$ cat config.mk
export PLATFORM = sky130hd
export DESIGN_NAME = nor_flash_command_sequencer_core
export DESIGN_NICKNAME = d
export VERILOG_FILES = /design/src/rtl/nfcs_pkg.sv /design/src/rtl/nfcs_front.sv /design/src/rtl/nfcs_queue.sv /design/src/rtl/nfcs_back.sv /design/src/rtl/nor_flash_command_sequencer_core.sv
export SDC_FILE = /design/constraint.sdc
export NUM_CORES = 1
export LEC_CHECK = 0
export BUFFER_PORTS_ARGS = -buffer_cell sky130_fd_sc_hd__buf_2
export CELL_PAD_IN_SITES_DETAIL_PLACEMENT = 0
export CELL_PAD_IN_SITES_GLOBAL_PLACEMENT = 1
export CORE_ASPECT_RATIO = 2
export CORE_MARGIN = 2
export CORE_UTILIZATION = 35
export CTS_CLUSTER_SIZE = 14
export DETAILED_ROUTE_END_ITERATION = 10
export MAX_ROUTING_LAYER = met4
export PLACE_DENSITY = 0.68
export SLEW_MARGIN = 15
export SYNTH_ARGS = -nofsm -noshare
export SYNTH_HDL_FRONTEND = slang
export SYNTH_HIERARCHICAL = 1
export SYNTH_SLANG_ARGS = --single-unit
$ cat constraint.sdc
create_clock -name clk -period 4.3 [get_ports clk]
set_clock_uncertainty 0.05 [all_clocks]
set_input_delay 0.215 -clock clk [delete_from_list [all_inputs] [get_ports clk]]
set_output_delay 0.215 -clock clk [all_outputs]
set_load 0.01 [all_outputs]
$ cat src/rtl/nfcs_pkg.sv
`default_nettype none
// ----------------------------------------------------------------------------
// nfcs_pkg
// Shared types, codes and bus-cycle sequence table for the NOR flash
// command sequencer.
// ----------------------------------------------------------------------------
package nfcs_pkg;

	localparam int WORD_ADDR_BITS_DEF   = 26;
	localparam int MAX_BUFFER_WORDS_DEF = 256;
	localparam int COUNT_BITS           = 9;
	localparam int DATA_BITS            = 16;
	localparam int LIMIT_BITS           = 23;
	localparam int CFG_INDEX_BITS       = 1;
	localparam int QUEUE_DEPTH          = 4;
	localparam int QPTR_BITS            = $clog2(QUEUE_DEPTH);
	localparam int QCNT_BITS            = $clog2(QUEUE_DEPTH + 1);
	localparam int CADDR_BITS           = 12;

	localparam logic [LIMIT_BITS-1:0] TIMEOUT_RESET = 23'd5000000;

	localparam logic [DATA_BITS-1:0] SWAP_KEEP_MASK = 16'hFFFC;
	localparam logic [DATA_BITS-1:0] TOGGLE_MASK    = 16'h0040;

	localparam logic [7:0] CMD_RESET     = 8'hF0;
	localparam logic [7:0] CMD_UNLOCK1   = 8'hAA;
	localparam logic [7:0] CMD_UNLOCK2   = 8'h55;
	localparam logic [7:0] CMD_PPB_ENTRY = 8'hC0;
	localparam logic [7:0] CMD_PPB_PROG  = 8'hA0;
	localparam logic [7:0] CMD_DYB_DATA  = 8'hFF;
	localparam logic [7:0] CMD_ERASE     = 8'h80;
	localparam logic [7:0] CMD_SECTOR    = 8'h30;
	localparam logic [7:0] CMD_WR_BUF    = 8'h25;
	localparam logic [7:0] CMD_CONFIRM   = 8'h29;

	localparam logic [CADDR_BITS-1:0] ADDR_ZERO = 12'h000;
	localparam logic [CADDR_BITS-1:0] ADDR_555  = 12'h555;
	localparam logic [CADDR_BITS-1:0] ADDR_2AA  = 12'h2AA;

	localparam logic [CFG_INDEX_BITS-1:0] REG_BIT_SWAP      = 1'd0;
	localparam logic [CFG_INDEX_BITS-1:0] REG_TIMEOUT_LIMIT = 1'd1;

	typedef enum logic [2:0] {
		MODE_RESET    = 3'd0,
		MODE_UNLOCK   = 3'd1,
		MODE_ERASE    = 3'd2,
		MODE_BUF_OPEN = 3'd3,
		MODE_BUF_WORD = 3'd4,
		MODE_POLL     = 3'd5
	} mode_t;

	typedef enum logic [2:0] {
		ST_ISSUED    = 3'd0,
		ST_READY     = 3'd1,
		ST_BUSY      = 3'd2,
		ST_TIMEOUT   = 3'd3,
		ST_BAD_COUNT = 3'd4,
		ST_NO_BUFFER = 3'd5
	} stat_t;

	typedef enum logic [2:0] {
		K_RESET,
		K_UNLOCK,
		K_ERASE,
		K_BEGIN,
		K_WORD,
		K_WORD_CONF,
		K_STATUS
	} kind_t;

	// classified command handed from front to back
	typedef struct packed {
		kind_t                kind;
		stat_t                stat;
		logic [DATA_BITS-1:0] data;
	} cmd_t;

	typedef enum logic [1:0] {
		ASEL_CONST,
		ASEL_A,
		ASEL_B
	} asel_t;

	typedef struct packed {
		logic                  write;
		asel_t                 asel;
		logic [CADDR_BITS-1:0] caddr;
		logic                  dsel_field;
		logic [7:0]            cdata;
		logic                  swap;
		logic                  last;
	} seq_t;

	function automatic seq_t mk(input logic write, input asel_t asel,
	                            input logic [CADDR_BITS-1:0] caddr,
	                            input logic dsel_field, input logic [7:0] cdata,
	                            input logic swap, input logic last);
		seq_t s;
		s.write      = write;
		s.asel       = asel;
		s.caddr      = caddr;
		s.dsel_field = dsel_field;
		s.cdata      = cdata;
		s.swap       = swap;
		s.last       = last;
		return s;
	endfunction

	// one bus cycle of a command's expansion
	function automatic seq_t seq_entry(input kind_t kind, input logic [2:0] step);
		seq_t s;
		s = mk(1'b0, ASEL_CONST, ADDR_ZERO, 1'b0, 8'h00, 1'b0, 1'b1);
		unique case (kind)
			K_RESET: s = mk(1'b1, ASEL_CONST, ADDR_ZERO, 1'b0, CMD_RESET, 1'b1, 1'b1);
			K_UNLOCK: begin
				case (step)
					3'd0: s = mk(1'b1, ASEL_CONST, ADDR_555, 1'b0, CMD_UNLOCK1, 1'b1, 1'b0);
					3'd1: s = mk(1'b1, ASEL_CONST, ADDR_2AA, 1'b0, CMD_UNLOCK2, 1'b1, 1'b0);
					3'd2: s = mk(1'b1, ASEL_CONST, ADDR_555, 1'b0, CMD_PPB_ENTRY, 1'b1, 1'b0);
					3'd3: s = mk(1'b1, ASEL_CONST, ADDR_ZERO, 1'b0, CMD_PPB_PROG, 1'b1, 1'b0);
					3'd4: s = mk(1'b1, ASEL_CONST, ADDR_ZERO, 1'b0, CMD_DYB_DATA, 1'b0, 1'b0);
					default: s = mk(1'b1, ASEL_CONST, ADDR_ZERO, 1'b0, CMD_RESET, 1'b1, 1'b1);
				endcase
			end
			K_ERASE: begin
				case (step)
					3'd0: s = mk(1'b1, ASEL_CONST, ADDR_555, 1'b0, CMD_UNLOCK1, 1'b1, 1'b0);
					3'd1: s = mk(1'b1, ASEL_CONST, ADDR_2AA, 1'b0, CMD_UNLOCK2, 1'b1, 1'b0);
					3'd2: s = mk(1'b1, ASEL_CONST, ADDR_555, 1'b0, CMD_ERASE, 1'b1, 1'b0);
					3'd3: s = mk(1'b1, ASEL_CONST, ADDR_555, 1'b0, CMD_UNLOCK1, 1'b1, 1'b0);
					3'd4: s = mk(1'b1, ASEL_CONST, ADDR_2AA, 1'b0, CMD_UNLOCK2, 1'b1, 1'b0);
					default: s = mk(1'b1, ASEL_A, ADDR_ZERO, 1'b0, CMD_SECTOR, 1'b1, 1'b1);
				endcase
			end
			K_BEGIN: begin
				case (step)
					3'd0: s = mk(1'b1, ASEL_CONST, ADDR_555, 1'b0, CMD_UNLOCK1, 1'b1, 1'b0);
					3'd1: s = mk(1'b1, ASEL_CONST, ADDR_2AA, 1'b0, CMD_UNLOCK2, 1'b1, 1'b0);
					3'd2: s = mk(1'b1, ASEL_A, ADDR_ZERO, 1'b0, CMD_WR_BUF, 1'b1, 1'b0);
					default: s = mk(1'b1, ASEL_A, ADDR_ZERO, 1'b1, 8'h00, 1'b1, 1'b1);
				endcase
			end
			K_WORD: s = mk(1'b1, ASEL_A, ADDR_ZERO, 1'b1, 8'h00, 1'b1, 1'b1);
			K_WORD_CONF: begin
				if (step == 3'd0) begin
					s = mk(1'b1, ASEL_A, ADDR_ZERO, 1'b1, 8'h00, 1'b1, 1'b0);
				end else begin
					s = mk(1'b1, ASEL_B, ADDR_ZERO, 1'b0, CMD_CONFIRM, 1'b1, 1'b1);
				end
			end
			K_STATUS: s = mk(1'b0, ASEL_CONST, ADDR_ZERO, 1'b0, 8'h00, 1'b0, 1'b1);
			default: s = mk(1'b0, ASEL_CONST, ADDR_ZERO, 1'b0, 8'h00, 1'b0, 1'b1);
		endcase
		return s;
	endfunction

endpackage
`default_nettype wire

$ cat src/rtl/nfcs_front.sv
`default_nettype none
// ----------------------------------------------------------------------------
// nfcs_front
// Accepts command items, tracks buffer and poll state, and classifies each
// command into a descriptor for the bus-cycle expander.
// ----------------------------------------------------------------------------
module nfcs_front #(
	parameter int WORD_ADDR_BITS   = nfcs_pkg::WORD_ADDR_BITS_DEF,
	parameter int MAX_BUFFER_WORDS = nfcs_pkg::MAX_BUFFER_WORDS_DEF
) (
	input  wire                                   clk,
	input  wire                                   arst_n,
	input  wire                                   in_valid,
	output logic                                  in_ready,
	input  wire  [2:0]                            mode,
	input  wire  [WORD_ADDR_BITS:0]               byte_address,
	input  wire  [nfcs_pkg::COUNT_BITS-1:0]       word_count,
	input  wire  [nfcs_pkg::DATA_BITS-1:0]        data_word,
	input  wire  [nfcs_pkg::DATA_BITS-1:0]        status_first,
	input  wire  [nfcs_pkg::DATA_BITS-1:0]        status_second,
	input  wire  [nfcs_pkg::LIMIT_BITS-1:0]       timeout_limit,
	input  wire                                   q_full,
	output logic                                  push,
	output nfcs_pkg::cmd_t                        push_cmd,
	output logic [WORD_ADDR_BITS-1:0]             push_addr_a,
	output logic [WORD_ADDR_BITS-1:0]             push_addr_b
);
	import nfcs_pkg::*;

	localparam int AW = WORD_ADDR_BITS;
	localparam logic [COUNT_BITS-1:0] MAX_COUNT = COUNT_BITS'(MAX_BUFFER_WORDS);

	logic [AW-1:0]         program_base_q;
	logic [COUNT_BITS-1:0] words_expected_q;
	logic [COUNT_BITS-1:0] words_loaded_q;
	logic                  buffer_open_q;
	logic [LIMIT_BITS-1:0] poll_remaining_q;

	logic                  accept;
	logic [AW-1:0]         waddr;
	logic [COUNT_BITS-1:0] next_loaded;
	logic                  count_bad;
	logic                  toggle_same;

	assign in_ready    = !q_full;
	assign accept      = in_valid && in_ready;
	assign waddr       = byte_address[AW:1];
	assign next_loaded = words_loaded_q + COUNT_BITS'(1);
	assign count_bad   = (word_count == '0) || (word_count > MAX_COUNT);
	assign toggle_same = ((status_first & TOGGLE_MASK) == (status_second & TOGGLE_MASK));

	always_comb begin
		push          = 1'b0;
		push_cmd.kind = K_STATUS;
		push_cmd.stat = ST_ISSUED;
		push_cmd.data = '0;
		push_addr_a   = waddr;
		push_addr_b   = program_base_q;
		unique case (mode)
			MODE_RESET: begin
				push          = accept;
				push_cmd.kind = K_RESET;
			end
			MODE_UNLOCK: begin
				push          = accept;
				push_cmd.kind = K_UNLOCK;
			end
			MODE_ERASE: begin
				push          = accept;
				push_cmd.kind = K_ERASE;
			end
			MODE_BUF_OPEN: begin
				push = accept;
				if (count_bad) begin
					push_cmd.stat = ST_BAD_COUNT;
				end else begin
					push_cmd.kind = K_BEGIN;
					push_cmd.data = DATA_BITS'(word_count - COUNT_BITS'(1));
				end
			end
			MODE_BUF_WORD: begin
				push        = accept;
				push_addr_a = program_base_q + AW'(words_loaded_q);
				if (!buffer_open_q) begin
					push_cmd.stat = ST_NO_BUFFER;
				end else begin
					push_cmd.kind = (next_loaded >= words_expected_q) ? K_WORD_CONF : K_WORD;
					push_cmd.data = data_word;
				end
			end
			MODE_POLL: begin
				push = accept;
				if (toggle_same) begin
					push_cmd.stat = ST_READY;
				end else if (poll_remaining_q <= LIMIT_BITS'(1)) begin
					push_cmd.kind = K_RESET;
					push_cmd.stat = ST_TIMEOUT;
				end else begin
					push_cmd.stat = ST_BUSY;
				end
			end
			default: push = 1'b0;
		endcase
	end

	always_ff @(posedge clk or negedge arst_n) begin
		if (!arst_n) begin
			program_base_q   <= '0;
			words_expected_q <= '0;
			words_loaded_q   <= '0;
			buffer_open_q    <= 1'b0;
			poll_remaining_q <= '0;
		end else if (accept) begin
			unique case (mode) inside
				MODE_RESET, MODE_UNLOCK: begin
					buffer_open_q    <= 1'b0;
					poll_remaining_q <= '0;
				end
				MODE_ERASE: begin
					buffer_open_q    <= 1'b0;
					poll_remaining_q <= timeout_limit;
				end
				MODE_BUF_OPEN: begin
					if (count_bad) begin
						buffer_open_q <= 1'b0;
					end else begin
						program_base_q   <= waddr;
						words_expected_q <= word_count;
						words_loaded_q   <= '0;
						buffer_open_q    <= 1'b1;
					end
				end
				MODE_BUF_WORD: begin
					if (buffer_open_q) begin
						words_loaded_q <= next_loaded;
						if (next_loaded >= words_expected_q) begin
							buffer_open_q    <= 1'b0;
							poll_remaining_q <= timeout_limit;
						end
					end
				end
				MODE_POLL: begin
					if (toggle_same || poll_remaining_q <= LIMIT_BITS'(1)) begin
						poll_remaining_q <= '0;
					end else begin
						poll_remaining_q <= poll_remaining_q - LIMIT_BITS'(1);
					end
				end
				default: ;
			endcase
		end
	end

`ifndef SYNTHESIS
	// an open buffer always has words still to load
	a_open_has_room: assert property (@(posedge clk) disable iff (!arst_n)
		buffer_open_q |-> (words_loaded_q < words_expected_q))
		else $error("open buffer already full");
`endif

endmodule
`default_nettype wire

$ cat src/rtl/nfcs_queue.sv
`default_nettype none
// ----------------------------------------------------------------------------
// nfcs_queue
// Short descriptor queue between the classifier and the bus-cycle expander.
// ----------------------------------------------------------------------------
module nfcs_queue #(
	parameter int WORD_ADDR_BITS = nfcs_pkg::WORD_ADDR_BITS_DEF
) (
	input  wire                          clk,
	input  wire                          arst_n,
	input  wire                          push,
	input  nfcs_pkg::cmd_t               push_cmd,
	input  wire  [WORD_ADDR_BITS-1:0]    push_addr_a,
	input  wire  [WORD_ADDR_BITS-1:0]    push_addr_b,
	output logic                         full,
	input  wire                          pop,
	output logic                         head_valid,
	output nfcs_pkg::cmd_t               head_cmd,
	output logic [WORD_ADDR_BITS-1:0]    head_addr_a,
	output logic [WORD_ADDR_BITS-1:0]    head_addr_b
);
	import nfcs_pkg::*;

	cmd_t                      cmd_q    [QUEUE_DEPTH];
	logic [WORD_ADDR_BITS-1:0] addr_a_q [QUEUE_DEPTH];
	logic [WORD_ADDR_BITS-1:0] addr_b_q [QUEUE_DEPTH];
	logic [QPTR_BITS-1:0]      wr_ptr_q;
	logic [QPTR_BITS-1:0]      rd_ptr_q;
	logic [QCNT_BITS-1:0]      count_q;

	assign full        = (count_q == QCNT_BITS'(QUEUE_DEPTH));
	assign head_valid  = (count_q != '0);
	assign head_cmd    = cmd_q[rd_ptr_q];
	assign head_addr_a = addr_a_q[rd_ptr_q];
	assign head_addr_b = addr_b_q[rd_ptr_q];

	always_ff @(posedge clk) begin
		if (push) begin
			cmd_q[wr_ptr_q]    <= push_cmd;
			addr_a_q[wr_ptr_q] <= push_addr_a;
			addr_b_q[wr_ptr_q] <= push_addr_b;
		end
	end

	always_ff @(posedge clk or negedge arst_n) begin
		if (!arst_n) begin
			wr_ptr_q <= '0;
			rd_ptr_q <= '0;
			count_q  <= '0;
		end else begin
			if (push) wr_ptr_q <= wr_ptr_q + QPTR_BITS'(1);
			if (pop)  rd_ptr_q <= rd_ptr_q + QPTR_BITS'(1);
			if (push && !pop) begin
				count_q <= count_q + QCNT_BITS'(1);
			end else if (pop && !push) begin
				count_q <= count_q - QCNT_BITS'(1);
			end
		end
	end

`ifndef SYNTHESIS
	a_no_overflow: assert property (@(posedge clk) disable iff (!arst_n)
		full |-> !push)
		else $error("push into full queue");
	a_no_underflow: assert property (@(posedge clk) disable iff (!arst_n)
		!head_valid |-> !pop)
		else $error("pop from empty queue");
	a_pointer_gap: assert property (@(posedge clk) disable iff (!arst_n)
		(wr_ptr_q - rd_ptr_q) == count_q[QPTR_BITS-1:0])
		else $error("queue pointers disagree with fill count");
`endif

endmodule
`default_nettype wire

$ cat src/rtl/nfcs_back.sv
`default_nettype none
// ----------------------------------------------------------------------------
// nfcs_back
// Expands each queued command into its bus cycles, one result a cycle while
// the output is not stalled, through a registered output stage.
// ----------------------------------------------------------------------------
module nfcs_back #(
	parameter int WORD_ADDR_BITS = nfcs_pkg::WORD_ADDR_BITS_DEF
) (
	input  wire                              clk,
	input  wire                              arst_n,
	input  wire                              bit_swap,
	input  wire                              head_valid,
	input  nfcs_pkg::cmd_t                   head_cmd,
	input  wire  [WORD_ADDR_BITS-1:0]        head_addr_a,
	input  wire  [WORD_ADDR_BITS-1:0]        head_addr_b,
	output logic                             pop,
	output logic                             out_valid,
	input  wire                              out_ready,
	output logic                             bus_write,
	output logic [WORD_ADDR_BITS-1:0]        bus_address,
	output logic [nfcs_pkg::DATA_BITS-1:0]   bus_data,
	output logic [2:0]                       status,
	output logic                             last
);
	import nfcs_pkg::*;

	localparam int AW = WORD_ADDR_BITS;

	logic [2:0]           step_q;
	logic                 out_valid_q;
	logic                 bus_write_q;
	logic [AW-1:0]        bus_address_q;
	logic [DATA_BITS-1:0] bus_data_q;
	logic [2:0]           status_q;
	logic                 last_q;

	seq_t                 ent;
	logic                 adv;
	logic [AW-1:0]        addr_nx;
	logic [DATA_BITS-1:0] raw_data;
	logic [DATA_BITS-1:0] data_nx;

	assign ent = seq_entry(head_cmd.kind, step_q);
	assign adv = head_valid && (!out_valid_q || out_ready);
	assign pop = adv && ent.last;

	always_comb begin
		case (ent.asel)
			ASEL_A:  addr_nx = head_addr_a;
			ASEL_B:  addr_nx = head_addr_b;
			default: addr_nx = AW'(ent.caddr);
		endcase
		raw_data = ent.dsel_field ? head_cmd.data : DATA_BITS'(ent.cdata);
		if (ent.swap && bit_swap) begin
			data_nx = (raw_data & SWAP_KEEP_MASK) | DATA_BITS'({raw_data[0], raw_data[1]});
		end else begin
			data_nx = raw_data;
		end
	end

	always_ff @(posedge clk or negedge arst_n) begin
		if (!arst_n) begin
			out_valid_q <= 1'b0;
			step_q      <= '0;
		end else if (adv) begin
			out_valid_q <= 1'b1;
			step_q      <= ent.last ? 3'd0 : step_q + 3'd1;
		end else if (out_ready) begin
			out_valid_q <= 1'b0;
		end
	end

	// hold the result until the transfer completes
	always_ff @(posedge clk) begin
		if (adv) begin
			bus_write_q   <= ent.write;
			bus_address_q <= addr_nx;
			bus_data_q    <= data_nx;
			status_q      <= head_cmd.stat;
			last_q        <= ent.last;
		end
	end

	assign out_valid   = out_valid_q;
	assign bus_write   = bus_write_q;
	assign bus_address = bus_address_q;
	assign bus_data    = bus_data_q;
	assign status      = status_q;
	assign last        = last_q;

`ifndef SYNTHESIS
	a_step_restarts: assert property (@(posedge clk) disable iff (!arst_n)
		pop |=> (step_q == 3'd0))
		else $error("step counter not cleared after final cycle");
	a_step_range: assert property (@(posedge clk) disable iff (!arst_n)
		step_q < 3'd6)
		else $error("command ran past six bus cycles");
`endif

endmodule
`default_nettype wire

$ cat src/rtl/nor_flash_command_sequencer_core.sv
`default_nettype none
// ----------------------------------------------------------------------------
// nor_flash_command_sequencer_core
// Host-side NOR flash command sequencer: reset, protection unlock, sector
// erase, buffered programming and status polling.
// ----------------------------------------------------------------------------
// A command item is taken on every cycle that the four-entry command queue
// has room; the front end updates buffer and poll state at once. The back
// end emits one result per cycle while a command is queued and the output
// is not stalled. Results per command: one for reset, word, poll and
// rejected commands, two for the last buffer word, four for buffer begin,
// six for unlock and erase. Sustained throughput is set by the bus-cycle
// expander and its output register. The last field marks a command's
// final result. Configuration writes take effect on the next edge.
module nor_flash_command_sequencer_core #(
	parameter int WORD_ADDR_BITS   = nfcs_pkg::WORD_ADDR_BITS_DEF,
	parameter int MAX_BUFFER_WORDS = nfcs_pkg::MAX_BUFFER_WORDS_DEF
) (
	input  wire                                  clk,
	input  wire                                  arst_n,
	input  wire                                  cfg_we,
	input  wire  [nfcs_pkg::CFG_INDEX_BITS-1:0]  cfg_index,
	input  wire  [nfcs_pkg::LIMIT_BITS-1:0]      cfg_wdata,
	input  wire                                  in_valid,
	output logic                                 in_ready,
	input  wire  [2:0]                           mode,
	input  wire  [WORD_ADDR_BITS:0]              byte_address,
	input  wire  [nfcs_pkg::COUNT_BITS-1:0]      word_count,
	input  wire  [nfcs_pkg::DATA_BITS-1:0]       data_word,
	input  wire  [nfcs_pkg::DATA_BITS-1:0]       status_first,
	input  wire  [nfcs_pkg::DATA_BITS-1:0]       status_second,
	output logic                                 out_valid,
	input  wire                                  out_ready,
	output logic                                 bus_write,
	output logic [WORD_ADDR_BITS-1:0]            bus_address,
	output logic [nfcs_pkg::DATA_BITS-1:0]       bus_data,
	output logic [2:0]                           status,
	output logic                                 last
);
	import nfcs_pkg::*;

	logic                      bit_swap_q;
	logic [LIMIT_BITS-1:0]     timeout_limit_q;

	logic                      q_full;
	logic                      push;
	cmd_t                      push_cmd;
	logic [WORD_ADDR_BITS-1:0] push_addr_a;
	logic [WORD_ADDR_BITS-1:0] push_addr_b;
	logic                      pop;
	logic                      head_valid;
	cmd_t                      head_cmd;
	logic [WORD_ADDR_BITS-1:0] head_addr_a;
	logic [WORD_ADDR_BITS-1:0] head_addr_b;

	always_ff @(posedge clk or negedge arst_n) begin
		if (!arst_n) begin
			bit_swap_q      <= 1'b0;
			timeout_limit_q <= TIMEOUT_RESET;
		end else if (cfg_we) begin
			unique case (cfg_index)
				REG_BIT_SWAP:      bit_swap_q      <= cfg_wdata[0];
				REG_TIMEOUT_LIMIT: timeout_limit_q <= cfg_wdata;
				default: ;
			endcase
		end
	end

	nfcs_front #(
		.WORD_ADDR_BITS   (WORD_ADDR_BITS),
		.MAX_BUFFER_WORDS (MAX_BUFFER_WORDS)
	) u_front (
		.clk           (clk),
		.arst_n        (arst_n),
		.in_valid      (in_valid),
		.in_ready      (in_ready),
		.mode          (mode),
		.byte_address  (byte_address),
		.word_count    (word_count),
		.data_word     (data_word),
		.status_first  (status_first),
		.status_second (status_second),
		.timeout_limit (timeout_limit_q),
		.q_full        (q_full),
		.push          (push),
		.push_cmd      (push_cmd),
		.push_addr_a   (push_addr_a),
		.push_addr_b   (push_addr_b)
	);

	nfcs_queue #(
		.WORD_ADDR_BITS (WORD_ADDR_BITS)
	) u_queue (
		.clk         (clk),
		.arst_n      (arst_n),
		.push        (push),
		.push_cmd    (push_cmd),
		.push_addr_a (push_addr_a),
		.push_addr_b (push_addr_b),
		.full        (q_full),
		.pop         (pop),
		.head_valid  (head_valid),
		.head_cmd    (head_cmd),
		.head_addr_a (head_addr_a),
		.head_addr_b (head_addr_b)
	);

	nfcs_back #(
		.WORD_ADDR_BITS (WORD_ADDR_BITS)
	) u_back (
		.clk         (clk),
		.arst_n      (arst_n),
		.bit_swap    (bit_swap_q),
		.head_valid  (head_valid),
		.head_cmd    (head_cmd),
		.head_addr_a (head_addr_a),
		.head_addr_b (head_addr_b),
		.pop         (pop),
		.out_valid   (out_valid),
		.out_ready   (out_ready),
		.bus_write   (bus_write),
		.bus_address (bus_address),
		.bus_data    (bus_data),
		.status      (status),
		.last        (last)
	);

endmodule
`default_nettype wire

======== Word level (Yosys, flattened, before mapping) ========
Memories as Yosys holds them, arrays and structs flattened.
Index checks and enable logic that the tools add are counted.
operators by class
  bitwise logic cells ..................... 3
  mux-type cells .......................... 42
  add/sub/neg operators ................... 9
  reduce and logical (&&, ||, !) cells .... 34
  equality and inequality tests ........... 21
  $lt $le $gt $ge ......................... 3
operator list
  operator                                                                           count
  26-bit one-hot mux with 6 select lines                                             1
  24-bit one-hot mux with 3 select lines                                             2
  22-bit one-hot mux with 5 select lines                                             1
  23-bit one-hot mux with 4 select lines                                             1
  23-bit 2-to-1 mux                                                                  3
  16-bit 2-to-1 mux                                                                  4
  26-bit one-hot mux with 2 select lines                                             1
  16-bit one-hot mux with 2 select lines                                             1
  3-bit 2-to-1 mux                                                                   10
  26-bit by 9-bit adder with 26-bit output                                           1
  26-bit 2-to-1 mux                                                                  1
  25-bit 2-to-1 mux                                                                  1
  23-bit by 1-bit less-or-equal comparator with 1-bit output, second input constant  1
  23-bit by 1-bit subtractor with 23-bit output, second input constant               1
  3-bit by 2-bit == test with 1-bit output, second input constant                    6
  3-bit == test, second input constant                                               6
  9-bit 2-to-1 mux                                                                   2
  3-bit one-hot mux with 6 select lines                                              1
  9-bit one-hot mux with 2 select lines                                              1
  16-bit by 2-bit OR with 16-bit output                                              1
  1-bit 2-to-1 mux                                                                   10
  9-bit by 1-bit subtractor with 10-bit output, second input constant                1
  9-bit by 1-bit adder with 9-bit output, second input constant                      1
  3-bit by 1-bit == test with 1-bit output, second input constant                    3
  27 further kinds                                                                   51
word-level totals
  bits in writable memories ............... 296
  output and inout bits ................... 49
  memories ................................ 3
  word-level logic and storage cells ...... 132
  input bits .............................. 116
  flip-flop bits (word level) ............. 150
memory list
  memory            words  width  read ports  clocked after Yosys merged registers in  write ports  RTL line          RTL
  u_queue.addr_a_q  4      26     1           0                                        1            nfcs_queue.sv:25  logic [WORD_ADDR_BITS-1:0] addr_a_q [QUEUE_DEPTH];
  u_queue.addr_b_q  4      26     1           0                                        1            nfcs_queue.sv:26  logic [WORD_ADDR_BITS-1:0] addr_b_q [QUEUE_DEPTH];
  u_queue.cmd_q     4      22     1           0                                        1            nfcs_queue.sv:24  cmd_t cmd_q [QUEUE_DEPTH];

======== Logic depth before layout (Yosys ltp) ========
Gate-level depths: netlist (run 1).
  depth in word-level cells ............... 8
  mapped depth ............................ 16
  mapped depth without buffers ............ 14

======== Hierarchy ========
The synthesis (run 1) kept the hierarchy.
by module, submodules not included
  module                            cells each  area an instance (sq um)  times used  sequential area each (sq um)
  nfcs_queue                        421         11118.2                   1           9063.7
  nfcs_front                        577         4773.3                    1           1701.6
  nfcs_back                         242         2676.3                    1           1511.4
  nor_flash_command_sequencer_core  52          991.0                     1           610.6

======== Worst setup path before layout (run 1) ========
No wires, ideal clock.
  path type ............................... flip-flop to flip-flop
  start point ............................. reg u_queue.count_q[2]
  end point ............................... mem u_queue/addr_a_q[0][0] in the netlist's numbering, enable pin
  library setup time ...................... 0.440 ns
  required time ........................... 3.810 ns
  path buffers ............................ 1
  period minus slack after synthesis ...... 3.452 ns
  cell stages (with the launch flop) ...... 7
  setup slack ............................. 0.848 ns
  arrival ................................. 2.961 ns
  path through ............................ dfrtp_1 > nor3b_1 > nor2b_1 > clkbuf_1 > nand2_1 > inv_1 > and2_1
on the way
  word-level cells in the longest chain between the ends .. 6
RTL lines
  item                                    RTL line                                RTL
  from (decl)                             nfcs_queue.sv:29                        logic [QCNT_BITS-1:0] count_q;
  from (signal assigned)                  nfcs_queue.sv:54                        count_q <= count_q + QCNT_BITS'(1);
  from (signal assigned)                  nfcs_queue.sv:56                        count_q <= count_q - QCNT_BITS'(1);
  3-bit == test                           nfcs_queue.sv:31                        assign full = (count_q == QCNT_BITS'(QUEUE_DEPTH));
  named net q_full                        nor_flash_command_sequencer_core.sv:45  logic q_full;
  1-bit zero test                         nfcs_front.sv:45                        assign in_ready = !q_full;
  1-bit logical AND                       nfcs_front.sv:46                        assign accept = in_valid && in_ready;
  1-bit 2-to-1 mux                        nfcs_front.sv:59                        unique case (mode)
  named net push                          nor_flash_command_sequencer_core.sv:46  logic push;
  1-bit 2-to-1 mux                        nfcs_queue.sv:38                        if (push) begin
  1-bit 2-to-1 mux (not written as such)  nfcs_queue.sv:40                        addr_a_q[wr_ptr_q] <= push_addr_a;
  to (decl)                               nfcs_queue.sv:25
The timed path passes the listed nets, and every way through them passes these cells.

==> results of run 1 <==
==> routing by layer <==
layer | global-route usage | wire (microns) | up-vias
met4 | 0.05314 | 1316 | 0
met1 | 0.1765 | 17030 | 5933
li1 | - | - | 5369
met5 | - | 0 | -
met3 | 0.01917 | 1657 | 73
met2 | 0.3191 | 26290 | 267
==> worst max path at each step <==
stage                        startpoint                endpoint  slack [ps]
floorplan            u_queue/count_q[2]  u_queue/addr_a_q[0][0]         850
global placement    u_queue/rd_ptr_q[0]      u_queue/count_q[2]         660
detailed placement  u_queue/rd_ptr_q[0]      u_queue/count_q[2]         670
CTS                 u_queue/rd_ptr_q[0]      u_queue/count_q[2]         650
global route        u_queue/rd_ptr_q[0]      u_queue/count_q[2]         410
finish              u_queue/rd_ptr_q[0]      u_queue/count_q[2]         630
==> cell usage in the layout (no fill, tap or decap), types with 23 or more instances in the layout <==
cell	Yosys	final
mux4_2	74	74
dlygate4sd3_1	0	70
nor2_1	62	61
nand2_1	92	91
clkbuf_16	0	42
mux2_2	28	28
inv_1	42	41
a21oi_1	40	40
o21ai_0	84	84
edfxtp_1	343	343
o21ai_1	42	42
dfrtp_1	95	93
a22oi_1	38	38
buf_4	4	23
buf_2	10	132
ha_1	35	34
==> power by group through the flow <==
stage               sequential (mW)  clock, mW  combinational, mW
floorplan                      6.44          0               3.16
global route                   6.53       3.77               4.98
finish                         6.41       3.52               4.56
CTS                            6.43       3.62               4.64
detailed placement             6.51          0               4.57
global placement               6.46          0               4.51
==> final cells by class <==
cell class | count | area (sq um) | area share
Multi-Input combinational cell | 740 | 6161 | 0.2669
Inverter | 42 | 157.7 | 0.006829
Sequential cell | 446 | 12890 | 0.5585
Clock buffer | 63 | 1160 | 0.05024
Tap cell | 744 | 930.9 | 0.04033
Antenna cell | 1 | 2.502 | 0.0001084
Timing Repair Buffer | 231 | 1654 | 0.07165
Clock inverter | 12 | 126.4 | 0.005474
==> metrics by stage <==
| step | setup WS [ps] | utilization | hold WS, ps | power (mW) |
|---|---|---|---|---|
| after global placement | 662.8 | 0.3818 | 286.9 | 10.97 |
| after floorplan | 848.4 | - | -130.6 | 9.605 |
| after detailed placement | 669.4 | 0.3818 | 299.0 | 11.08 |
| after CTS | 652.2 | 0.4177 | 18.00 | 14.69 |
| after global routing | 409.5 | 0.4178 | 76.99 | 15.27 |
| final | 627.6 | 0.4178 | 48.74 | 14.48 |
==> kinds of logic after synthesis <==
family / count (synthesis)
AO/OA/AOI/OAI: 271
buffers and inverters: 106
AND/OR/NAND/NOR: 268
flip-flops: 446
XOR/XNOR: 42
adder cells (fa/ha/maj): 37
multiplexers: 122
==> what timing repair did <==
| item | CTS | global route |
|---|---|---|
| hold endpoints to repair | 164 | 0 |
| hold buffers | 70 | 0 |
| setup buffers | 0 | 0 |
==> worst min-delay path: cells and delay by family <==
family	cells	cell delay (ps)
simple gates	1	40
compound gates	1	170
buf+inv	1	90
==> registers in the layout, indices dropped and copies added, names as in the netlist, 2 cells and up <==
signal and flops:
u_queue/addr_a_q 104, u_queue/addr_b_q 104, u_queue/cmd_q 88, u_back/bus_address 26, u_front/push_addr_b 26, timeout_limit_q 23
u_front/poll_remaining_q 23, u_back/bus_data 16, u_front/words_expected_q 9, u_front/words_loaded_q 9, u_back/status 3, u_back/step_q 3
u_queue/count_q 3, u_queue/rd_ptr_q 2, u_queue/wr_ptr_q 2
==> metrics.yaml, run 1 <==
status: "complete, no violations"
syn-num-nets: 1445
synth_mux_area_frac: 0.1167
ir_drop_mv: 0.3810
cts.sinks: 446
synth_edf_count: 343
gp_congestion: 0.8661
fillCellCount: 5123
clockBufferDepth: 3
p_comb_frac: 0.315
cp.arrival_ps: 4120
clockPowerShare: 0.243
first_iter_violations: 830
p_int_mw: 9.695
synth.top_cell.area_share: 0.5266
synth-simple-area-share: 0.06698
slew_viol_final: 0
post_drt_wl_per_cell_microns: 20.31
synth_top_family_by_area: "multiplexers"
area_delta_synth_final_pct: 18.03
ios: 165
cts-htree-levels: 2
end_kind: "flip-flop"
grt_start_max_net_pins: 53
p_seq_frac: 0.442
synth_area_sq_um: 19560
worstPathMaxFanout: 17
antenna_found_initial: 2
worst_setup_path_start_kind: "flip-flop"
period_needed_ps: 3672
dpl_cell_area_sq_um: 21100
clk_latency_ps: 580
drc: 0
dr_total_vias: 11640
ys.warnings.count: 6
synthDistinctLibCells: 68
hold_viol_final: 0
holdPathEnd: "u_queue/cmd_q[2][7]"
criticalPathCategory: "reg -> reg"
cts_tree: "yes"
crit_top_cell: "inv_1"
ant_nets: 0
die_h_microns: 338.3
synth.yosys.seq_area_share: 0.6589
grt_setup_unrepaired: "no"
power_switching_mw: 4.788
grt_pass1_vias: 12410
setup_viol: 0
power_per_cell_area_nw_per_um2: 627.4
grtUsageTotal: 0.1676
coreArea_sq_um: 55260
power.leakage_nw: 8.433
clkTransAtPathRegs_ps: 70
worst_pin_slew_ps: 1103
yosysMostFrequentCell: "edfxtp_1"
swShare: 0.3306
synthXorXnorAreaFrac: 0.01881
dp_hpwl_mm: 30.99
synth.largest_area_cell: "edfxtp_1"
synthesis.instances: 1292
reg2reg_slack_ps: 630
whs_path_depth: 3
hold_class: "in -> reg"
critical_path.top_delay_family: "adder cells"
synth.ff_latch_count: 446
detail_route.first_pass.iterations: 6
slew_headroom: 0.2621
cts_inserted_buffers: 41
cp.depth: 13
via_per_inst: 5.108
drive_above_1_share: 0.2425
maxCapViolCount: 0
synth-async-reset-ratio: 0.2309
grt_pass1_wl_mm: 71.46
reg2reg_depth: 13
r2r_start: "u_queue/rd_ptr_q[0]"
ys.flop_type: "edfxtp_1"
rr_endpoint: "u_queue/count_q[2]"
num_rows: 122
fin_crit_sh: 0.8540
path_cells: "mux4_2, ha_1, inv_1, o21ai_0, a211o_1, and2_1, inv_1, ha_1, inv_1, fa_1, xor2_1, nor2_1, xor2_1"
fin_nets: 1655
fin_area_sq_um: 23080
portBuffers: 133
start_util: 0.3540
cp.required_ps: 4740
synth_area_leaders: "edfxtp_1, dfrtp_1, mux4_2, ha_1, o21ai_0"
die_width_microns: 171.2
dp.cells: 2133
wl_mm: 46.29
fin_tns_setup_ps: 0
clock.fmax_mhz: 272.3
hold_start: "data_word[7]"
die_area_sq_um: 57900
syn_avg_cell_area_sq_um: 15.14
critPathSlowestCell: "mux4_2"
cts-root-buf: "clkbuf_16"
cts_resized: 0
fin_cells: 2279
synth_fa_ha_area_frac: 0.02444
synth_compound_area_frac: 0.08598
grt.overflow.total: 0
synth_top_cells_by_count: "edfxtp_1, dfrtp_1, nand2_1, o21ai_0, mux4_2"
slowest_delay_ps: 670
path_buf_inv: 3
No activity file was read; power rests on OpenSTA's default activity.
==> run 2: changes to the inputs <==
Settings changed: SYNTH_HIERARCHICAL 1 to unset.
==> metrics.yaml, run 2 <==
place_ws_ps: 833.3  # was 669.4 ps
synthesis.instances: 1295  # was 1,292
detail_route.first_pass.iterations: 6  # unchanged
dpl_cell_area_sq_um: 21120  # was 21,100 sq um
grtUsageTotal: 0.1725  # was 0.1676
critical_path.top_delay_family: "multiplexers"  # was adder cells
ir_drop_mv: 0.3876  # was 0.3810 mV
wl_mm: 47.45  # was 46.29 mm
critPathSlowestCell: "dfrtp_2"  # was mux4_2
setup_viol: 0  # unchanged
die_area_sq_um: 57620  # was 57,900 sq um
end_kind: "flip-flop"  # unchanged
clk_latency_ps: 570  # was 580 ps
dr_total_vias: 11810  # was 11,640
drive_above_1_share: 0.2510  # was 0.2425
antenna_found_initial: 4  # was 2
grt.overflow.total: 0  # unchanged
slowest_delay_ps: 700  # was 670 ps
final_cell_mix: "edfxtp_1, buf_2, o21ai_0"  # was edfxtp_1, buf_2, dfrtp_1
synth_area_leaders: "edfxtp_1, dfrtp_1, mux4_2, mux2_2, o21ai_0"  # was edfxtp_1, dfrtp_1, mux4_2, ha_1, o21ai_0
synth-async-reset-ratio: 0.2309  # unchanged
clockBufferDepth: 3  # unchanged
synth.ff_latch_count: 446  # unchanged
post_cts_buffers: 0  # unchanged
synth_edf_count: 343  # unchanged
slew_headroom: 0.3645  # was 0.2621
hold_buffers: 69  # was 70
criticalPathCategory: "reg -> reg"  # unchanged
ys.warnings.count: 0  # was 6
die_h_microns: 337.5  # was 338.3 microns
status: "complete, no violations"  # unchanged
start_util: 0.3531  # was 0.3540
final_common_cell: "edfxtp_1"  # unchanged
syn_avg_cell_area_sq_um: 15.03  # was 15.14 sq um
fin_nets: 1663  # was 1,655
grt_pass1_wl_mm: 72.42  # was 71.46 mm
holdPathEnd: "u_queue.cmd_q[1][4]"  # was u_queue/cmd_q[2][7]
total_power_mw: 14.98  # was 14.48 mW
hold_start: "data_word[4]"  # was data_word[7]
fin_cells: 2294  # was 2,279
path_buf_inv: 1  # was 3
largestRegisters: "u_queue.addr_a_q x104, u_queue.addr_b_q x104, u_queue.cmd_q x88"  # was u_queue/addr_a_q x104, u_queue/addr_b_q x104, u_queue/cmd_q x88
post_drt_wl_per_cell_microns: 20.68  # was 20.31 microns
grt_setup_unrepaired: "no"  # unchanged
fin_crit_sh: 0.8008  # was 0.8540
r2r_start: "u_queue.rd_ptr_q[1]"  # was u_queue/rd_ptr_q[0]
syn-num-nets: 1447  # was 1,445
worstPathMaxFanout: 19  # was 17
ios: 165  # unchanged
synth_area_sq_um: 19460  # was 19,560 sq um
hold_viol_final: 0  # unchanged
ys.flop_type: "edfxtp_1"  # unchanged
dp.cells: 2140  # was 2,133
via_per_inst: 5.148  # was 5.108
cts_inserted_buffers: 44  # was 41
ant_nets: 0  # unchanged
cp.required_ps: 4690  # was 4740 ps
cts.sinks: 446  # unchanged
hold_ws_ps: 77.32  # was 48.74 ps
grt_pass1_vias: 12760  # was 12,410
synth.yosys.seq_area_share: 0.6623  # was 0.6589
post-route-worst-setup-slack_ps: 856.5  # was 627.6 ps
area_delta_synth_final_pct: 19.76  # was 18.03%
worst_pin_slew_ps: 950.9  # was 1103 ps
fin_tns_setup_ps: 0  # unchanged
path_cells: "mux4_2, nand2b_1, nor3b_2, a221o_1, nand2_1, ha_1, inv_1, fa_1, mux2_2"  # was mux4_2, ha_1, inv_1, o21ai_0, a211o_1, and2_1, inv_1, ha_1, inv_1, fa_1, xor2_1, nor2_1, xor2_1
reg2reg_slack_ps: 860  # was 630 ps
synth.largest_area_cell: "edfxtp_1"  # unchanged
reg2reg_depth: 9  # was 13
gp_congestion: 0.8726  # was 0.8661
fin_area_sq_um: 23310  # was 23,080 sq um
whs_path_depth: 3  # unchanged
clkTransAtPathRegs_ps: 60  # was 70 ps
rr_endpoint: "u_queue.count_q[1]"  # was u_queue/count_q[2]
synthDistinctLibCells: 62  # was 68
maxCapViolCount: 0  # unchanged
cts_resized: 0  # unchanged
drc: 0  # unchanged
power_per_cell_area_nw_per_um2: 643.0  # was 627.4 nW/um^2
power.leakage_nw: 8.512  # was 8.433 nW
clock.fmax_mhz: 290.4  # was 272.3 MHz
grt_start_max_net_pins: 75  # was 53
cts-root-buf: "clkbuf_16"  # unchanged
first_iter_violations: 805  # was 830
num_rows: 122  # unchanged
cp.arrival_ps: 3840  # was 4120 ps
yosysMostFrequentCell: "edfxtp_1"  # unchanged
worst_setup_path_start_kind: "flip-flop"  # unchanged
dp_hpwl_mm: 31.21  # was 30.99 mm
utilization: 0.4229  # was 0.4178
die_width_microns: 170.7  # was 171.2 microns
portBuffers: 133  # unchanged
fillCellCount: 4999  # was 5,123
cts-htree-levels: 2  # unchanged
slew_viol_final: 0  # unchanged
hold_class: "in -> reg"  # unchanged
period_needed_ps: 3444  # was 3672 ps
synth.top_cell.area_share: 0.5293  # was 0.5266
synth_top_cells_by_count: "edfxtp_1, o21ai_0, dfrtp_1, mux4_2, nor2_1"  # was edfxtp_1, dfrtp_1, nand2_1, o21ai_0, mux4_2
cts_tree: "yes"  # unchanged
coreArea_sq_um: 55110  # was 55,260 sq um
run 2: worst min-delay path, stage by stage:
cell	delay [ps]
buf_2	90
nand2_1	40
o21ai_0	180
run 2: cells by family after synthesis:
family                   after synthesis  synth area share
flip-flops                           446            0.6623
AND/OR/NAND/NOR                      272           0.06841
AO/OA/AOI/OAI                        263           0.08436
multiplexers                         138            0.1225
buffers and inverters                100           0.02058
XOR/XNOR                              40           0.01800
adder cells (fa/ha/maj)               36           0.02392
run 2: final cells by class:
cell class	count	area, sq um	area share
Multi-Input combinational cell	749	6197	0.2659
Timing Repair Buffer	235	1657	0.07108
Antenna cell	4	10.01	0.0004295
Clock inverter	28	322.8	0.01385
Sequential cell	446	12890	0.5532
Clock buffer	53	1165	0.04998
Inverter	35	131.4	0.005637
Tap cell	744	930.9	0.03994
run 2: metal layers:
metal  share of wire  global-route usage  wire (microns)
met4           0.034             0.06310            1605
met1            0.36              0.1768           17170
met5               0                   -               0
met2            0.57              0.3316           26990
met3           0.035             0.02025            1681
run 2: worst max-delay path by stage:
| stage | from | to | slack (ps) | cells past startpoint |
|---|---|---|---|---|
| final | u_queue.rd_ptr_q[1] | u_queue.count_q[1] | 860 | 9 |
| after detailed placement | u_queue.rd_ptr_q[1] | u_back.bus_address[3] | 830 | 11 |
| after global placement | u_queue.rd_ptr_q[1] | u_back.bus_address[3] | 860 | 11 |
| after global routing | u_queue.rd_ptr_q[1] | u_queue.count_q[2] | 650 | 11 |
| after CTS | u_queue.rd_ptr_q[1] | u_back.bus_address[3] | 830 | 11 |
| after floorplan | u_queue.count_q[2] | u_queue.addr_a_q[0][0] | 770 | 5 |
run 2: where the power goes:
part | switching, mW | internal, mW | total, mW | leakage, nW
logic | 2.63 | 1.91 | 4.54 | 3.29
registers | 0.598 | 5.88 | 6.48 | 4.49
clock network | 1.66 | 2.30 | 3.96 | 0.730
==> run 3: changes to the inputs <==
Settings changed: PLACE_DENSITY 0.68 to 0.7.
Clock period 4.3 ns to 3.15 ns, I/O delays scaled along.
==> metrics.yaml, run 3 (synthesis results as in run 2) <==
cp.arrival_ps: 3480  # was 3840 ps
fin_tns_setup_ps: 0  # unchanged
wl_mm: 48.21  # was 47.45 mm
ir_drop_mv: 0.5019  # was 0.3876 mV
ant_nets: 0  # unchanged
post-route-worst-setup-slack_ps: 104.3  # was 856.5 ps
dp_hpwl_mm: 31.42  # was 31.21 mm
die_h_microns: 337.5  # unchanged
area_delta_synth_final_pct: 21.94  # was 19.76%
start_util: 0.3531  # unchanged
p_seq_frac: 0.427  # was 0.433
slew_viol_final: 0  # unchanged
clkTransAtPathRegs_ps: 60  # about the same
fin_crit_sh: 0.9669  # was 0.8008
criticalPathCategory: "reg -> reg"  # unchanged
utilization: 0.4306  # was 0.4229
hold_class: "in -> reg"  # unchanged
rr_endpoint: "u_queue.count_q[2]"  # was u_queue.count_q[1]
clk_latency_ps: 570  # about the same
cp.required_ps: 3590  # was 4690 ps
cts_tree: "yes"  # unchanged
dr_total_vias: 11990  # was 11,810
hold_start: "data_word[6]"  # was data_word[4]
swShare: 0.3270  # was 0.3260
clock.fmax_mhz: 328.3  # was 290.4 MHz
cts_inserted_buffers: 42  # was 44
die_width_microns: 170.7  # unchanged
r2r_start: "u_queue.rd_ptr_q[0]"  # was u_queue.rd_ptr_q[1]
end_kind: "flip-flop"  # unchanged
grt_pass1_vias: 12430  # was 12,760
cts-root-buf: "clkbuf_16"  # unchanged
ios: 165  # unchanged
reg2reg_slack_ps: 100  # was 860 ps
fin_nets: 1707  # was 1,663
largestRegisters: "u_queue.addr_a_q x104, u_queue.addr_b_q x104, u_queue.cmd_q x88"  # unchanged
first_iter_violations: 940  # was 805
reg2reg_depth: 12  # was 9
grtUsageTotal: 0.1723  # was 0.1725
p_int_mw: 13.83  # was 10.10 mW
die_area_sq_um: 57620  # unchanged
grt_pass1_wl_mm: 72.39  # was 72.42 mm
clockPowerShare: 0.250  # was 0.264
coreArea_sq_um: 55110  # unchanged
power.leakage_nw: 8.726  # was 8.512 nW
status: "complete, no violations"  # unchanged
detail_route.first_pass.iterations: 5  # was 6
post_drt_wl_per_cell_microns: 20.64  # was 20.68 microns
drc: 0  # unchanged
worst_pin_slew_ps: 937.9  # was 950.9 ps
hold_viol_final: 0  # unchanged
antenna_found_initial: 2  # was 4
worstPathMaxFanout: 6  # was 19
fillCellCount: 5012  # was 4,999
p_comb_frac: 0.323  # was 0.303
via_per_inst: 5.132  # was 5.148
cp-endpoint: "u_queue.count_q[2]"  # was u_queue.count_q[1]
period_needed_ps: 3046  # was 3444 ps
grt_start_max_net_pins: 53  # was 75
maxCapViolCount: 0  # unchanged
grt_setup_unrepaired: "yes"  # was no
final_cell_mix: "edfxtp_1, buf_2, o21ai_0"  # unchanged
power_switching_mw: 6.720  # was 4.885 mW
setup_viol: 0  # unchanged
total_power_mw: 20.55  # was 14.98 mW
worst_setup_path_start_kind: "flip-flop"  # unchanged
portBuffers: 133  # unchanged
place_ws_ps: 31.59  # was 833.3 ps
slew_headroom: 0.3732  # was 0.3645
num_rows: 122  # unchanged
clockBufferDepth: 3  # unchanged
power_per_cell_area_nw_per_um2: 866.1  # was 643.0 nW/um^2
worstSetupStartpoint: "u_queue.rd_ptr_q[0]"  # was u_queue.rd_ptr_q[1]
drive_above_1_share: 0.2738  # was 0.2510
cts.sinks: 446  # unchanged
final_common_cell: "edfxtp_1"  # unchanged
gp_congestion: 0.8646  # was 0.8726
cts-htree-levels: 2  # unchanged
grt.overflow.total: 0  # unchanged
-- run 3: changes by cell type in the layout (fill, tap and decap cells not counted), sizes merged --
cell,delta
clkinvlp,+1
clkbuf,+8
clkinv,-9
bufinv,-2
diode,-1
mux4,+1
inv,+1
dlygate4sd3,+6
buf,+37
-- run 3: timing repair --
action,4_1_cts,5_1_grt
gates resized for setup,0,18
hold buffers,75,0
endpoints found under the hold margin,209,0
endpoints found under the setup margin,0,65
buffers inserted,0,6
-- run 3: layout make-up --
| type | count | area [sq um] | share of cell area |
|---|---|---|---|
| sequential | 446 | 12890 | 0.5434 |
| multi-input combinational | 750 | 6276 | 0.2645 |
| timing repair buffer | 280 | 2107 | 0.08880 |
| clock buffer | 59 | 1156 | 0.04872 |
| tap | 744 | 930.9 | 0.03923 |
| clock inverter | 19 | 225.2 | 0.009491 |
| inverter | 35 | 131.4 | 0.005537 |
| antenna | 3 | 7.507 | 0.0003164 |
-- run 3: worst min-delay path by stage --
stage                                  to  cells past startpoint  slack (ps)
global route        u_front.buffer_open_q                      4          70
detailed placement     timeout_limit_q[0]                      1         150
global placement               bit_swap_q                      1         140
floorplan                      bit_swap_q                      0        -190
finish                u_queue.cmd_q[3][6]                      3          30
CTS                   u_queue.cmd_q[3][6]                      3           8
-- run 3: through the flow --
step	instances	hold slack, ps	area [sq um]
floorplan	1295	-188.1	19460
global placement	2171	143.2	21410
detailed placement	2171	148.5	21410
CTS	2324	7.982	23550
global route	2335	71.99	23730
finish	2336	32.75	23730
-- run 3: layer usage --
metal	part of all wire	wire [microns]	up-vias	global-route usage
li1	-	-	5537	-
met1	0.36	17510	6108	0.1788
met2	0.57	27470	263	0.3310
met3	0.038	1822	81	0.02096
met4	0.029	1411	0	0.05692
met5	0	0	-	-
-- run 3: worst max-delay path, stage by stage, from the launching register on --
cell and delay, ps:
dfrtp_4 520, buf_4 160, mux4_1 420, nor2b_4 240, o21ai_1 90, a221o_1 360, nand2_2 90, ha_2 180
inv_1 60, fa_1 390, xor2_1 170, nor2_1 120, xor2_1 150
-- run 3: power by group through the flow --
stage	sequential, mW	clock, mW	combinational (mW)
floorplan	8.77	0	4.09
finish	8.77	5.13	6.65
CTS	8.78	5.27	6.63
global placement	8.81	0	6.50
global route	8.91	5.50	7.27
detailed placement	8.90	0	6.54
